===== src/asrb_pkg.sv =====
// Shared types and constants of the auto-ranging sample ring buffer.
package asrb_pkg;

  localparam int RING_DEPTH = 256;
  localparam int MAX_BURST  = 32;

  localparam int PTR_W     = $clog2(RING_DEPTH);
  localparam int CNT_W     = $clog2(RING_DEPTH + 1);
  localparam int BURST_W   = $clog2(MAX_BURST + 1);
  localparam int MAXE_W    = 6;
  localparam int VALUE_W   = 16;
  localparam int TIME_W    = 32;
  localparam int CFG_IDX_W = 1;
  localparam int CFG_W     = 16;

  localparam logic [CFG_W-1:0] HR_LOW_LIMIT_RST  = 16'd15;
  localparam logic [CFG_W-1:0] LR_HIGH_LIMIT_RST = 16'd3972;

  localparam logic [CFG_IDX_W-1:0] REG_HR_LOW_LIMIT  = 1'd0;
  localparam logic [CFG_IDX_W-1:0] REG_LR_HIGH_LIMIT = 1'd1;

  typedef enum logic [1:0] {
    OP_SAMPLE = 2'd0,
    OP_READ   = 2'd1,
    OP_CLEAR  = 2'd2,
    OP_NONE   = 2'd3
  } op_e;

  typedef struct packed {
    op_e                op;
    logic [VALUE_W-1:0] sample_value;
    logic [TIME_W-1:0]  sample_time;
    logic [MAXE_W-1:0]  max_entries;
  } in_req_t;

  typedef struct packed {
    logic               hi_range;
    logic               stored;
    logic               entry_valid;
    logic [TIME_W-1:0]  entry_time;
    logic [VALUE_W-1:0] entry_value;
    logic [CNT_W-1:0]   fill_count;
    logic               last;
  } out_rsp_t;

  // Commands from the controller to the datapath.
  typedef struct packed {
    logic item_rsp;
    logic burst_start;
    logic mem_rd;
    logic entry_rsp;
    logic last;
  } cmd_t;

  // Status from the datapath to the controller.
  typedef struct packed {
    logic [BURST_W-1:0] burst_len;
  } sts_t;

endpackage


===== src/asrb_ctrl.sv =====
// Controller state machine: request handshake, read bursts and output valid.
module asrb_ctrl (
  input  logic            clk_i,
  input  logic            rst_ni,
  input  logic            in_valid_i,
  input  asrb_pkg::op_e   in_op_i,
  input  logic            out_ready_i,
  input  asrb_pkg::sts_t  sts_i,
  output logic            in_ready_o,
  output logic            out_valid_o,
  output asrb_pkg::cmd_t  cmd_o
);
  import asrb_pkg::*;

  localparam logic ST_IDLE  = 1'b0;
  localparam logic ST_BURST = 1'b1;

  logic               state_q, state_d;
  logic [BURST_W-1:0] issue_left_q, issue_left_d;
  logic [BURST_W-1:0] deliver_left_q, deliver_left_d;
  logic               rdv_q, rdv_d;
  logic               out_valid_q, out_valid_d;

  logic slot_free;
  logic accept;
  logic is_burst;
  logic deliver;
  logic issue;

  assign slot_free = !out_valid_q || out_ready_i;
  assign is_burst  = (in_op_i == OP_READ) && (sts_i.burst_len != '0);

  always_comb begin
    state_d        = state_q;
    issue_left_d   = issue_left_q;
    deliver_left_d = deliver_left_q;
    rdv_d          = rdv_q;
    in_ready_o     = 1'b0;
    accept         = 1'b0;
    deliver        = 1'b0;
    issue          = 1'b0;
    cmd_o          = '0;

    unique case (state_q)
      ST_IDLE: begin
        in_ready_o = slot_free;
        accept     = in_valid_i && slot_free;
        if (accept) begin
          if (is_burst) begin
            cmd_o.burst_start = 1'b1;
            issue_left_d      = sts_i.burst_len;
            deliver_left_d    = sts_i.burst_len;
            rdv_d             = 1'b0;
            state_d           = ST_BURST;
          end else begin
            cmd_o.item_rsp = 1'b1;
          end
        end
      end
      ST_BURST: begin
        // The read data register holds one entry; a new read is issued only
        // when that register is empty or is being emptied in this cycle.
        deliver = rdv_q && slot_free;
        issue   = (issue_left_q != '0) && (!rdv_q || deliver);
        cmd_o.entry_rsp = deliver;
        cmd_o.mem_rd    = issue;
        cmd_o.last      = (deliver_left_q == BURST_W'(1));
        if (issue) begin
          issue_left_d = issue_left_q - 1'b1;
          rdv_d        = 1'b1;
        end else if (deliver) begin
          rdv_d = 1'b0;
        end
        if (deliver) begin
          deliver_left_d = deliver_left_q - 1'b1;
          if (deliver_left_q == BURST_W'(1)) begin
            state_d = ST_IDLE;
          end
        end
      end
      default: begin
        state_d = ST_IDLE;
      end
    endcase

    if (cmd_o.item_rsp || cmd_o.entry_rsp) begin
      out_valid_d = 1'b1;
    end else if (out_ready_i) begin
      out_valid_d = 1'b0;
    end else begin
      out_valid_d = out_valid_q;
    end
  end

  assign out_valid_o = out_valid_q;

  always_ff @(posedge clk_i or negedge rst_ni) begin
    if (!rst_ni) begin
      state_q        <= ST_IDLE;
      issue_left_q   <= '0;
      deliver_left_q <= '0;
      rdv_q          <= 1'b0;
      out_valid_q    <= 1'b0;
    end else begin
      state_q        <= state_d;
      issue_left_q   <= issue_left_d;
      deliver_left_q <= deliver_left_d;
      rdv_q          <= rdv_d;
      out_valid_q    <= out_valid_d;
    end
  end

endmodule


===== config.mk =====
export PLATFORM = sky130hd
export DESIGN_NAME = asrb_ctrl
export DESIGN_NICKNAME = d
export VERILOG_FILES = /design/src/asrb_pkg.sv /design/src/asrb_ctrl.sv
export SDC_FILE = /design/constraint.sdc
export NUM_CORES = 1
export LEC_CHECK = 0
export BUFFER_PORTS_ARGS = -buffer_cell sky130_fd_sc_hd__buf_2
export CAP_MARGIN = 10
export CORE_ASPECT_RATIO = 1.5
export CORE_MARGIN = 2
export CORE_UTILIZATION = 45
export CTS_CLUSTER_DIAMETER = 200
export CTS_CLUSTER_SIZE = 20
export DETAILED_ROUTE_END_ITERATION = 10
export GPL_ROUTABILITY_DRIVEN = 0
export PLACE_DENSITY = 0.67
export SYNTH_ARGS = -nofsm -noshare
export SYNTH_HDL_FRONTEND = slang
export SYNTH_SLANG_ARGS = --single-unit

===== constraint.sdc =====
create_clock -name clk_i -period 2.45 [get_ports clk_i]
set_clock_uncertainty 0.05 [all_clocks]
set_input_delay 0.1225 -clock clk_i [delete_from_list [all_inputs] [get_ports clk_i]]
set_output_delay 0.1225 -clock clk_i [all_outputs]
set_load 0.02 [all_outputs]

## Yosys cells after proc, flatten, opt, wreduce, memory -nomap -nowiden

Index checks and enable logic that the tools add are counted.

| storage, ports and cells | value |
|---|---|
| bits in registers | 15 |
| memories | 0 |
| RAM bits | 0 |
| output and inout bits | 7 |
| latch bits | 0 |
| input bits | 12 |
| bits in read-only memories | 0 |
| logic and storage cells | 53 |

| operators by class | value |
|---|---|
| $add $sub $neg | 2 |
| $lt $le $gt $ge | 0 |
| multiply operators | 0 |
| shift-type cells | 0 |
| mux-type cells | 23 |
| divide/modulo/power cells | 0 |
| reduce and logical (&&, ||, !) cells | 15 |
| bitwise gates (word level) | 1 |
| eq/ne operators | 7 |

Operator list:

| kind | count |
|---|---|
| $mux 6 | 4 |
| $pmux 6 s2 | 2 |
| $mux 1 | 12 |
| $reduce_bool 6->1 | 2 |
| $sub 6x1->6 const B | 2 |
| $reduce_and 3->1 | 3 |
| $eq 6x1->1 const B | 1 |
| $logic_and 1x1->1 | 4 |
| $mux 2 | 2 |
| $ne 2x1->1 const B | 2 |
| $ne 2x2->1 const B | 2 |
| $pmux 1 s2 | 2 |
| $logic_or 1x1->1 | 3 |
| $mux 3 | 1 |
| $ne 3x1->1 const B | 1 |
| $eq 2x1->1 const B | 1 |
| $logic_not 1->1 | 2 |
| $reduce_bool 2->1 | 1 |
| $not 1->1 | 1 |

## Longest topological paths before layout

Gate-level depths: netlist of run 1.

| logic depth | value |
|---|---|
| depth after elaboration | 8 |
| mapped depth | 8 |
| gate-level depth less buffers | 7 |

## Worst setup path before layout of run 1

OpenSTA, ideal clock, no wires.

| timing path | value |
|---|---|
| path kind | reg2reg |
| start point | reg out_valid_q, in the netlist out_valid_o |
| end point | reg deliver_left_q[3] |
| cell stages (with the launch flop) | 7 |
| clock period less this slack | 1.908 ns |
| setup time | 0.077 ns |
| buffers on the path | 1 |
| path slack | 0.542 ns |
| arrival | 1.781 ns |
| data required time | 2.323 ns |
| cells stage by stage | dfrtp_1 > nor2b_1 > nor3_1 > o21bai_1 > buf_2 > a21oi_1 > a21oi_1 |

| between the ends | value |
|---|---|
| word-level cells in the longest chain between the ends | 5 |
| elaborated cells on any way between the ends | 7 |
| those cells by class | eq/ne (2); reduce/logical (5) |

Ends and longest elaborated chain:

| what | line | RTL |
|---|---|---|
| start: declaration | asrb_ctrl.sv:22 | `logic out_valid_q, out_valid_d;` |
| start signal: assignment | asrb_ctrl.sv:109 | `out_valid_q <= out_valid_d;` |
| $logic_not 1->1 * | asrb_ctrl.sv:30 | `assign slot_free = !out_valid_q \|\| out_ready_i;` |
| $logic_or 1x1->1 * | asrb_ctrl.sv:30 |  |
| $logic_and 1x1->1 (on tied branches) | asrb_ctrl.sv:63, asrb_ctrl.sv:47 |  |
| $ne 2x1->1 (no line) or $ne 2x2->1 (tied branches) | n/a |  |
| $reduce_and 3->1 (no line) * | n/a |  |
| end signal: assignment | asrb_ctrl.sv:107 | `deliver_left_q <= deliver_left_d;` |
| end: declaration | asrb_ctrl.sv:20 | `logic [BURST_W-1:0] deliver_left_q, deliver_left_d;` |

Mark *: on every way between the ends. The rest lies on a longest branch, timed or not.
A chain may end at the register's enable or synchronous reset.

## Final worst setup path of run 1

| timing path | value |
|---|---|
| start point | reg issue_left_q[0] |
| end point | reg issue_left_q[2] |

| between the ends | value |
|---|---|
| word-level cells in the longest chain between the ends | 4 |
| elaborated cells on any way between the ends | 7 |
| those cells by class | add/sub (1); eq/ne (1); mux (2); reduce/logical (3) |

Ends and longest elaborated chain:

| what | line | RTL |
|---|---|---|
| start: declaration | asrb_ctrl.sv:19 | `logic [BURST_W-1:0] issue_left_q, issue_left_d;` |
| start signal: assignment | asrb_ctrl.sv:106 | `issue_left_q <= issue_left_d;` |
| branches (longest 4 deep; another with $sub 6x1->6) | n/a |  |

Several ways; the timed one is not identified. The select of a mux whose other input is x is not followed.

==> insert_results.sql, run 1 <==
INSERT INTO impl_metrics (metric_group, metric, value, unit) VALUES
('status', 'run_status', 'finished clean', ''),
('timing', 'unrepaired_setup_endpoints_after_global_routing', 'false', ''),
('cells_and_area', 'area.growth.synth_to_final', '13.2', '%'),
('routing', 'drt_pass1_iterations', '4', ''),
('timing', 'final_slew_viol_count', '0', ''),
('setup_path', 'rr_endpoint', 'issue_left_q[2]', ''),
('routing', 'routed-via-count', '872', ''),
('setup_path', 'worst_path_largest_cell_delay', '450', 'ps'),
('cts', 'post_cts_resized', '0', ''),
('floorplan', 'std_cell_rows', '20', ''),
('hold_path', 'min_path_type', 'in -> reg', ''),
('setup_path', 'critPathRequiredTime', '2600', 'ps'),
('routing', 'postRouteAntennaNets', '0', ''),
('routing', 'drt_first_iter_violations', '31', ''),
('yosys', 'synthTopCellsByCount', '15 x dfrtp_1, 11 x o21ai_0, 10 x a21oi_1', ''),
('yosys', 'post_synth_num_cell_types', '35', ''),
('cells_and_area', 'layout.filler_cells', '196', ''),
('yosys', 'synth_top_area_share', '0.381', ''),
('yosys', 'synthesis.instances', '110', ''),
('setup_path', 'crit_path_cell_trace', 'inv_1 > ha_1 > or4b_1 > o221ai_2 > o21ai_2 > and4_2 > nor3_1', ''),
('pwr', 'static_leakage', '0.513', 'nW'),
('cts', 'cts_max_path_buffers', '2', ''),
('yosys', 'synthesis.area_per_instance', '8.95', 'um2'),
('floorplan', 'pin_count', '19', ''),
('yosys', 'synth.top_cells.by_area', 'dfrtp_1 38%, o21ai_0 5.6%, a21oi_1 5.1%, ha_1 5.1%, o32ai_1 3.6%', ''),
('global_routing', 'grt_first_pass_wirelength', '3.70', 'mm'),
('cells_and_area', 'num-nets-final', '146', ''),
('job', 'max_cap_viol_count', '0', ''),
('timing', 'layout_min_cycle_time', '2080', 'ps'),
('timing', 'setup_viol', '0', ''),
('pwr', 'share_seq_of_total_power', '0.356', ''),
('setup_path', 'kind_of_critical_path', 'reg -> reg', ''),
('global_routing', 'grt_use_total', '0.190', ''),
('floorplan', 'die_area', '2590', 'um2'),
('setup_path', 'worstReg2RegStart', 'issue_left_q[0]', ''),
('yosys', 'synth_top_area_cell', 'dfrtp_1', ''),
('global_routing', 'vias_in_the_first_global_route', '811', ''),
('yosys', 'syn_area', '985', 'um2'),
('global_routing', 'overflow', '0', ''),
('timing', 'slew_headroom', '0.430', ''),
('cts', 'cts-htree-levels', '1', ''),
('floorplan', 'fp.dieW', '42.2', 'um'),
('cells_and_area', 'drive_above_1_share', '0.248', ''),
('setup_path', 'crit_path_max_fanout', '11', ''),
('cts', 'clkSlewWorstSetupHoldPaths', '80', 'ps'),
('timing', 'fin_crit_sh', '0.850', ''),
('yosys', 'yosys_most_used_dff', 'dfrtp_1', ''),
('place', 'post-dp-hpwl', '1.60', 'mm'),
('pwr', 'p_sw', '0.637', 'mW'),
('routing', 'routed_wl', '2.13', 'mm'),
('pwr', 'power.internal', '0.736', 'mW'),
('cts', 'cts_root_buf', 'clkbuf_4', ''),
('cts', 'cts_setup_buffers', '0', ''),
('cells_and_area', 'antenna-diode-count', '0', ''),
('setup_path', 'setup.worst_path.end', 'issue_left_q[2]', ''),
('cells_and_area', 'fin_cells', '151', ''),
('global_routing', 'number_of_antenna_violations_at_the_first_check_in_global_routing', '0', ''),
('routing', 'drt-vias-per-instance', '5.77', ''),
('global_routing', 'largest_net_degree_at_the_start_of_global_routing', '25', ''),
('pwr', 'pwr-share-clk', '0.101', ''),
('setup_path', 'worstPathArrival', '2230', 'ps'),
('yosys', 'async_reset_ff_frac', '1.00', ''),
('cts', 'clk_latency', '280', 'ps'),
('cts', 'cts_sinks', '15', ''),
('yosys', 'synth.yosys.seq_area_share', '0.381', ''),
('timing', 'post_route_setup_tns', '0', 'ps'),
('timing', 'hold_violations', '0', ''),
('pwr', 'combPwrFrac', '0.543', ''),
('cells_and_area', 'ff_latch_area', '375', 'um2'),
('cts', 'postCtsHoldBufs', '1', ''),
('setup_path', 'ff2ff_setup_slack', '370', 'ps');
-- worst min path at each step --
stage                        start                 to  slack (ps)  cells past startpoint
after detailed placement    rst_ni    issue_left_q[5]           2                      1
after global routing      sts_i[1]    issue_left_q[1]         100                      3
after CTS                 sts_i[1]    issue_left_q[1]          80                      3
final                     sts_i[1]    issue_left_q[1]          70                      3
after global placement      rst_ni        out_valid_o           3                      1
after floorplan             rst_ni  deliver_left_q[0]        -220                      0
-- power groups by stage --
stage | Sequential [mW] | Combinational (mW) | Clock, mW
global route | 0.510 | 0.852 | 0.158
detailed placement | 0.495 | 0.745 | 0
CTS | 0.490 | 0.750 | 0.145
finish | 0.489 | 0.746 | 0.139
floorplan | 0.483 | 0.602 | 0
global placement | 0.490 | 0.725 | 0
-- stage by stage --
step,area [um2],setup slack [ps],power [mW],utilization,hold slack [ps]
after CTS,1110,357,1.39,0.543,76.7
after global routing,1110,204,1.52,0.543,101
final,1110,368,1.37,0.543,74.7
after global placement,1080,477,1.21,0.526,3.16
after detailed placement,1080,375,1.24,0.526,2.50
after floorplan,985,542,1.09,-,-223
-- final cells by class --
| type | count | share of cell area |
|---|---|---|
| inverters | 9 | 0.0303 |
| repair buffers | 20 | 0.0965 |
| flip-flops and latches | 15 | 0.337 |
| multi-input cells | 81 | 0.488 |
| clock buffers | 4 | 0.0236 |
| well taps | 22 | 0.0247 |
-- placed cells by master (no fill, tap or decap), drive strengths merged, types with 3 or more instances in the layout --
cell type | synthesis | routed
ha | 4 | 4
nand2 | 7 | 7
inv | 9 | 9
nor2 | 8 | 8
nor3 | 6 | 6
and4 | 3 | 3
o21ai | 12 | 12
a21oi | 10 | 10
o32ai | 4 | 4
dfrtp | 15 | 15
clkbuf | 2 | 4
nor3b | 3 | 3
nand2b | 4 | 4
nand3 | 6 | 6
buf | 3 | 19
-- cells by family after synthesis --
kind of cell | share of synthesized area
buffers and inverters | 0.0661
AND/OR/NAND/NOR | 0.273
adder cells (fa/ha/maj) | 0.0508
flip-flops | 0.381
multiplexers | 0.0102
AO/OA/AOI/OAI | 0.219
-- sequential cells by signal (all words and copies together), names as in the netlist --
signal and cells:
issue_left_q 6, rdv_q 1, deliver_left_q 6, state_q 1, out_valid_o 1
-- critical path: cells and delay by family (launching register included) --
family                     cells  cell delay, ps
AOI/OAI and AO/OA              2             420
adders and majority gates      1             150
and+or+nand+nor                3             890
DFF                            1             390
buffers and inverters          1             100
-- metal layers --
| metal | vias to the layer above | wire (um) | track usage | part of all wire |
|---|---|---|---|---|
| met3 | 4 | 92 | 0.0205 | 0.043 |
| met4 | 0 | 33 | 0.0893 | 0.015 |
| met2 | 23 | 952 | 0.327 | 0.45 |
| met1 | 408 | 1060 | 0.239 | 0.49 |
| li1 | 437 | - | - | - |
| met5 | - | 0 | 0 | 0 |
No activity file was read; power rests on OpenSTA's default activity.
==> inputs of run 2 (changes only) <==
--- a/config.mk
+++ b/config.mk
@@ -14,7 +14,7 @@
 export CTS_CLUSTER_SIZE = 20
 export DETAILED_ROUTE_END_ITERATION = 10
 export GPL_ROUTABILITY_DRIVEN = 0
-export PLACE_DENSITY = 0.67
+export PLACE_DENSITY = 0.7
 export SYNTH_ARGS = -nofsm -noshare
 export SYNTH_HDL_FRONTEND = slang
 export SYNTH_SLANG_ARGS = --single-unit
==> constraint.sdc (replaced) <==
create_clock -name clk_i -period 1.83 [get_ports clk_i]
set_clock_uncertainty 0.05 [all_clocks]
set_input_delay 0.0915 -clock clk_i [delete_from_list [all_inputs] [get_ports clk_i]]
set_output_delay 0.0915 -clock clk_i [all_outputs]
set_load 0.02 [all_outputs]
==> insert_results.sql, run 2 (synthesized netlist as in run 1, its figures left out) <==
INSERT INTO impl_metrics (metric_group, metric, value, unit) VALUES
('cells_and_area', 'layout_top_registers', 'deliver_left_q x6, issue_left_q x6', ''),
('setup_path', 'r2r.worst_path.cells', '8', ''),
('timing', 'layout_min_cycle_time', '1980', 'ps'),
('pwr', 'power.internal', '1.40', 'mW'),
('timing', 'final_slew_viol_count', '0', ''),
('global_routing', 'overflow', '0', ''),
('global_routing', 'largest_net_degree_at_the_start_of_global_routing', '25', ''),
('setup_path', 'worstPathArrival', '1840', 'ps'),
('cells_and_area', 'ff_latch_area', '375', 'um2'),
('routing', 'drt_first_iter_violations', '30', ''),
('setup_path', 'cp-start-kind', 'register', ''),
('global_routing', 'grt_use_total', '0.208', ''),
('setup_path', 'cpLargestDelayFamily', 'simple AND/OR/NAND/NOR gates', ''),
('setup_path', 'crit_cells', '7', ''),
('cells_and_area', 'num-nets-final', '164', ''),
('cts', 'cts_root_buf', 'clkbuf_4', ''),
('setup_path', 'crit_path_max_fanout', '2', ''),
('cells_and_area', 'layout.filler_cells', '163', ''),
('pwr', 'static_leakage', '0.627', 'nW'),
('floorplan', 'die_area', '2590', 'um2'),
('pwr', 'p_sw', '1.10', 'mW'),
('global_routing', 'grt_first_pass_wirelength', '4.08', 'mm'),
('floorplan', 'std_cell_rows', '20', ''),
('pwr', 'share_seq_of_total_power', '0.257', ''),
('cts', 'cts-htree-levels', '1', ''),
('pwr', 'pwr-share-clk', '0.080', ''),
('status', 'run_status', 'finished, violations left', ''),
('hold_path', 'min_path_type', 'in -> reg', ''),
('timing', 'setup_viol', '7', ''),
('cells_and_area', 'antenna-diode-count', '0', ''),
('floorplan', 'core_area', '2050', 'um2'),
('cts', 'cts_tree', 'done', ''),
('global_routing', 'vias_in_the_first_global_route', '886', ''),
('job', 'max_cap_viol_count', '0', ''),
('setup_path', 'kind_of_critical_path', 'reg -> out', ''),
('timing', 'slew_headroom', '0.645', ''),
('timing', 'achievable-frequency', '506', 'MHz'),
('hold_path', 'hold_path_startpoint', 'sts_i[1]', ''),
('floorplan', 'pin_count', '19', ''),
('routing', 'routed_wl', '2.60', 'mm'),
('place', 'place.port_buffers', '18', ''),
('floorplan', 'fp.dieW', '42.2', 'um'),
('cts', 'clk_latency', '290', 'ps'),
('routing', 'postRouteAntennaNets', '0', ''),
('cts', 'clkSlewWorstSetupHoldPaths', '100', 'ps'),
('routing', 'detail_route.wl_per_cell', '15.4', 'um'),
('cells_and_area', 'footprint_of_the_multi_input_gates', '644', 'um2'),
('setup_path', 'critPathRequiredTime', '1690', 'ps'),
('routing', 'detail_route.drc_violations', '0', ''),
('status', 'violations', 'setup timing', ''),
('pwr', 'power.density_cell_area', '1820', 'nW/um2'),
('setup_path', 'critPathBufInv', '4', ''),
('routing', 'routed-via-count', '964', ''),
('routing', 'drt_pass1_iterations', '4', ''),
('global_routing', 'number_of_antenna_violations_at_the_first_check_in_global_routing', '0', ''),
('place', 'post-dp-hpwl', '1.75', 'mm'),
('cells_and_area', 'area.growth.synth_to_final', '39.4', '%'),
('timing', 'unrepaired_setup_endpoints_after_global_routing', 'true', ''),
('timing', 'layout_setup_ws', '-147', 'ps'),
('cts', 'numCtsBuffers', '3', ''),
('pwr', 'max-vdd-ir-drop', '0.000941', 'V'),
('routing', 'drt-vias-per-instance', '5.70', ''),
('pwr', 'finalPower', '2.50', 'mW'),
('cts', 'cts_max_path_buffers', '2', ''),
('timing', 'post_route_setup_tns', '-796', 'ps'),
('cells_and_area', 'drive_above_1_share', '0.442', ''),
('setup_path', 'worst_path_largest_cell_delay', '470', 'ps'),
('setup_path', 'setup.worst_path.end', 'cmd_o[2]', ''),
('setup_path', 'critPathLaunch', 'issue_left_q[0]', ''),
('cells_and_area', 'final_common_cell', 'buf_2', ''),
('setup_path', 'critPathSlowestCell', 'or4b_4', ''),
('floorplan', 'initial_core_utilization', '0.480', ''),
('cells_and_area', 'final_core_utilization', '0.669', ''),
('cells_and_area', 'final_cell_mix', '17 x buf_2, 15 x dfrtp_1, 15 x buf_4', ''),
('setup_path', 'type_of_destination_of_the_critical_path', 'output pin', ''),
('timing', 'hold_violations', '0', ''),
('pwr', 'power_switching_share', '0.440', ''),
('setup_path', 'ff2ff_setup_slack', '-130', 'ps'),
('timing', 'fin_crit_sh', '1.08', ''),
('pwr', 'combPwrFrac', '0.663', ''),
('setup_path', 'crit_path_cell_trace', 'inv_2 > ha_4 > or4b_4 > o221ai_4 > buf_6 > inv_2 > buf_6', ''),
('timing', 'worst-slew-pin-transition', '532', 'ps'),
('cts', 'cts_sinks', '15', ''),
('setup_path', 'rr_endpoint', 'issue_left_q[3]', ''),
('setup_path', 'worstReg2RegStart', 'issue_left_q[0]', ''),
('floorplan', 'die_h', '61.3', 'um');
-- run 2: routing by layer --
metal,global-route usage,routed length [um]
met1,0.266,1170
met2,0.347,1260
met3,0.0235,104
met4,0.112,63
met5,0,0
-- run 2: tightest hold or removal path: cells and delay by family --
kind	cells	cell delay [ps]
compound gates	2	150
buf+inv	1	110
-- run 2: metrics by stage --
step | hold slack, ps | instance area, um2 | worst slack (ps) | std cells
floorplan | -254 | 990 | 0.728 | 110
global placement | -33.8 | 1160 | -3.05 | 156
detailed placement | -26.2 | 1160 | -67.1 | 156
CTS | 48.8 | 1330 | -133 | 167
global route | 64.6 | 1370 | -208 | 169
finish | 40.8 | 1370 | -147 | 169
-- run 2: area by class of cell --
cell class | count | area share
timing repair buffer | 38 | 0.192
clock buffer | 3 | 0.0164
inverter | 9 | 0.0246
sequential | 15 | 0.273
tap | 22 | 0.0201
multi-input combinational | 81 | 0.469
clock inverter | 1 | 0.00365
-- run 2: how the worst min path moves through the flow --
stage	end	depth (start not counted)	slack (ps)
2_1_floorplan	deliver_left_q[0]	0	-250
3_3_place_gp	out_valid_o	1	-30
4_1_cts	issue_left_q[1]	3	50
5_1_grt	issue_left_q[1]	3	60
6_report	issue_left_q[1]	3	40
3_5_place_dp	issue_left_q[4]	1	-30
-- run 2: power by group through the flow --
stage / Clock, mW / Sequential (mW) / Combinational [mW]
after floorplan: 0 / 0.649 / 0.814
final: 0.200 / 0.643 / 1.66
after detailed placement: 0 / 0.632 / 1.21
after global routing: 0.215 / 0.662 / 1.82
after CTS: 0.200 / 0.633 / 1.50
after global placement: 0 / 0.625 / 1.18
-- run 2: repair_timing --
item                       CTS  global route
setup endpoints to repair   12             8
hold buffers                 1             0
pin swaps                    5             4
buffers inserted             7             2
hold endpoints to repair    15             0
resized for setup           19             9
==> inputs of run 3 (changes only) <==
--- a/config.mk
+++ b/config.mk
@@ -14,6 +14,7 @@
 export CTS_CLUSTER_SIZE = 20
 export DETAILED_ROUTE_END_ITERATION = 10
 export GPL_ROUTABILITY_DRIVEN = 0
+export MAX_ROUTING_LAYER = met4
 export PLACE_DENSITY = 0.7
 export SYNTH_ARGS = -nofsm -noshare
 export SYNTH_HDL_FRONTEND = slang
==> constraint.sdc (replaced) <==
create_clock -name clk_i -period 1.83 [get_ports clk_i]
set_clock_uncertainty 0.05 [all_clocks]
set_input_delay 0.366 -clock clk_i [delete_from_list [all_inputs] [get_ports clk_i]]
set_output_delay 0.366 -clock clk_i [all_outputs]
set_load 0.02 [all_outputs]
==> insert_results.sql, run 3 (synthesized netlist as in run 1, its figures left out) <==
INSERT INTO impl_metrics (metric_group, metric, value, unit) VALUES
('pwr', 'static_leakage', '0.683', 'nW'),
('cells_and_area', 'final_cell_mix', '26 x buf_4, 15 x dfrtp_1, 12 x buf_2', ''),
('place', 'placedInstanceArea', '1200', 'um2'),
('cells_and_area', 'antenna-diode-count', '0', ''),
('routing', 'postRouteAntennaNets', '0', ''),
('pwr', 'power.density_cell_area', '1680', 'nW/um2'),
('setup_path', 'kind_of_critical_path', 'reg -> out', ''),
('cells_and_area', 'area.growth.synth_to_final', '52.1', '%'),
('floorplan', 'fp.dieW', '42.2', 'um'),
('cts', 'clk_latency', '300', 'ps'),
('timing', 'fin_crit_sh', '1.18', ''),
('global_routing', 'largest_net_degree_at_the_start_of_global_routing', '25', ''),
('setup_path', 'cp-start-kind', 'register', ''),
('routing', 'drt_pass1_iterations', '4', ''),
('hold_path', 'min_path_type', 'in -> reg', ''),
('place', 'post-dp-hpwl', '1.82', 'mm'),
('setup_path', 'worst_path_largest_cell_delay', '460', 'ps'),
('cells_and_area', 'postLayoutCellArea', '1500', 'um2'),
('pwr', 'finalPower', '2.52', 'mW'),
('status', 'run_status', 'finished, violations left', ''),
('cells_and_area', 'final_common_cell', 'buf_4', ''),
('cts', 'cts_tree', 'done', ''),
('global_routing', 'overflow', '0', ''),
('floorplan', 'core_area', '2050', 'um2'),
('setup_path', 'crit_path_cell_trace', 'inv_2 > ha_4 > or4b_4 > o221ai_4 > inv_2 > buf_6', ''),
('floorplan', 'die_area', '2590', 'um2'),
('setup_path', 'cpLargestDelayFamily', 'simple AND/OR/NAND/NOR gates', ''),
('cells_and_area', 'num-nets-final', '175', ''),
('timing', 'final_slew_viol_count', '0', ''),
('timing', 'slew_headroom', '0.711', ''),
('setup_path', 'worstPathArrival', '1750', 'ps'),
('global_routing', 'number_of_antenna_violations_at_the_first_check_in_global_routing', '0', ''),
('floorplan', 'pin_count', '19', ''),
('cts', 'cts-htree-levels', '1', ''),
('routing', 'drt-vias-per-instance', '5.83', ''),
('cells_and_area', 'layout_top_registers', 'deliver_left_q x6, issue_left_q x6', ''),
('setup_path', 'critPathBufInv', '3', ''),
('setup_path', 'critPathRequiredTime', '1410', 'ps'),
('setup_path', 'crit_path_max_fanout', '2', ''),
('cts', 'clkSlewWorstSetupHoldPaths', '90', 'ps'),
('floorplan', 'std_cell_rows', '20', ''),
('global_routing', 'grt_use_total', '0.256', ''),
('setup_path', 'cpMostUsedCell', 'inv_2', ''),
('timing', 'layout_min_cycle_time', '2160', 'ps'),
('cts', 'cts_root_buf', 'clkbuf_4', ''),
('timing', 'achievable-frequency', '462', 'MHz'),
('global_routing', 'grt_first_pass_wirelength', '4.80', 'mm'),
('routing', 'detail_route.wl_per_cell', '16.2', 'um'),
('cts', 'cts_sinks', '15', ''),
('global_routing', 'vias_in_the_first_global_route', '1127', ''),
('setup_path', 'critPathSlowestCell', 'or4b_4', ''),
('timing', 'hold_violations', '0', ''),
('routing', 'drt_first_iter_violations', '42', ''),
('floorplan', 'die_h', '61.3', 'um'),
('cells_and_area', 'drive_above_1_share', '0.513', ''),
('cts', 'cts_max_path_buffers', '2', ''),
('routing', 'routed-via-count', '1050', ''),
('routing', 'detail_route.drc_violations', '0', ''),
('timing', 'setup_viol', '10', ''),
('floorplan', 'initial_core_utilization', '0.480', ''),
('job', 'max_cap_viol_count', '0', ''),
('setup_path', 'type_of_destination_of_the_critical_path', 'output pin', ''),
('status', 'violations', 'setup timing', ''),
('timing', 'layout_setup_ws', '-332', 'ps'),
('timing', 'unrepaired_setup_endpoints_after_global_routing', 'true', ''),
('cts', 'numCtsBuffers', '3', ''),
('pwr', 'max-vdd-ir-drop', '0.000926', 'V'),
('timing', 'worst-slew-pin-transition', '431', 'ps'),
('place', 'place.port_buffers', '18', ''),
('routing', 'routed_wl', '2.92', 'mm');
-- run 3: cell types whose count changed in the layout (fill, tap and decap cells not counted), moves of 2 or more --
cell    before  now
buf_4       15   26
buf_2       17   12
buf_6        5   10
nor2_1       6    3
nor2_2       1    4
inv_1        5    3
inv_2        4    6
-- run 3: timing repair --
action	in CTS	in global routing
setup buffers	11	4
hold endpoints to repair	15	0
endpoints found under the setup margin	10	14
cloned	0	1
resized for setup	26	12
hold buffers	1	0
pin swaps	7	5
-- run 3: path summary, 6_finish.rpt --
| check | slack, ps | end | start | cells after the start |
|---|---|---|---|---|
| setup reg to reg | -250 | issue_left_q[1] | issue_left_q[1] | 10 |
| max in group asynchronous | 1030 | deliver_left_q[3] | rst_ni | 2 |
| setup / recovery | -330 | cmd_o[2] | issue_left_q[1] | 6 |
| min in group asynchronous | 440 | issue_left_q[5] | rst_ni | 2 |
| hold reg to reg | 540 | deliver_left_q[1] | deliver_left_q[1] | 2 |
| hold / removal | 370 | issue_left_q[1] | sts_i[1] | 4 |
-- run 3: power by group --
group	leakage, nW	switching, mW	total [mW]	internal (mW)
clock network	0.0150	0.116	0.201	0.0850
registers	0.170	0.146	0.648	0.503
logic	0.498	0.848	1.67	0.821
total	0.683	1.11	2.52	1.41
-- run 3: area by class of cell --
class	count	area, um2
tap	22	27.5
inverter	9	33.8
timing repair buffer	49	378
fill	150	554
sequential	15	375
multi-input combinational	81	657
clock buffer	4	26.3
-- run 3: through the flow --
stage	cells	utilization	setup WS (ps)	setup TNS (ps)	hold slack, ps
after floorplan	110	-	-41.6	-61.1	20.4
after global placement	160	0.583	-223	-1570	238
after detailed placement	160	0.583	-232	-2020	239
after CTS	176	0.695	-337	-2100	382
after global routing	180	0.730	-402	-2770	382
final	180	0.730	-332	-2010	373
-- run 3: per-layer routing --
metal,track usage,part of all wire
met2,0.462,0.56
met3,0.0411,0.052
met5,-,0
met4,0.152,0.030
met1,0.262,0.36
-- run 3: worst register-to-register path, delay by kind of cell, from the launching register on --
family	cells	cell delay (ps)
buf+inv	4	500
simple gates	1	460
compound gates	4	440
flops	1	410
fa+ha+maj	1	120
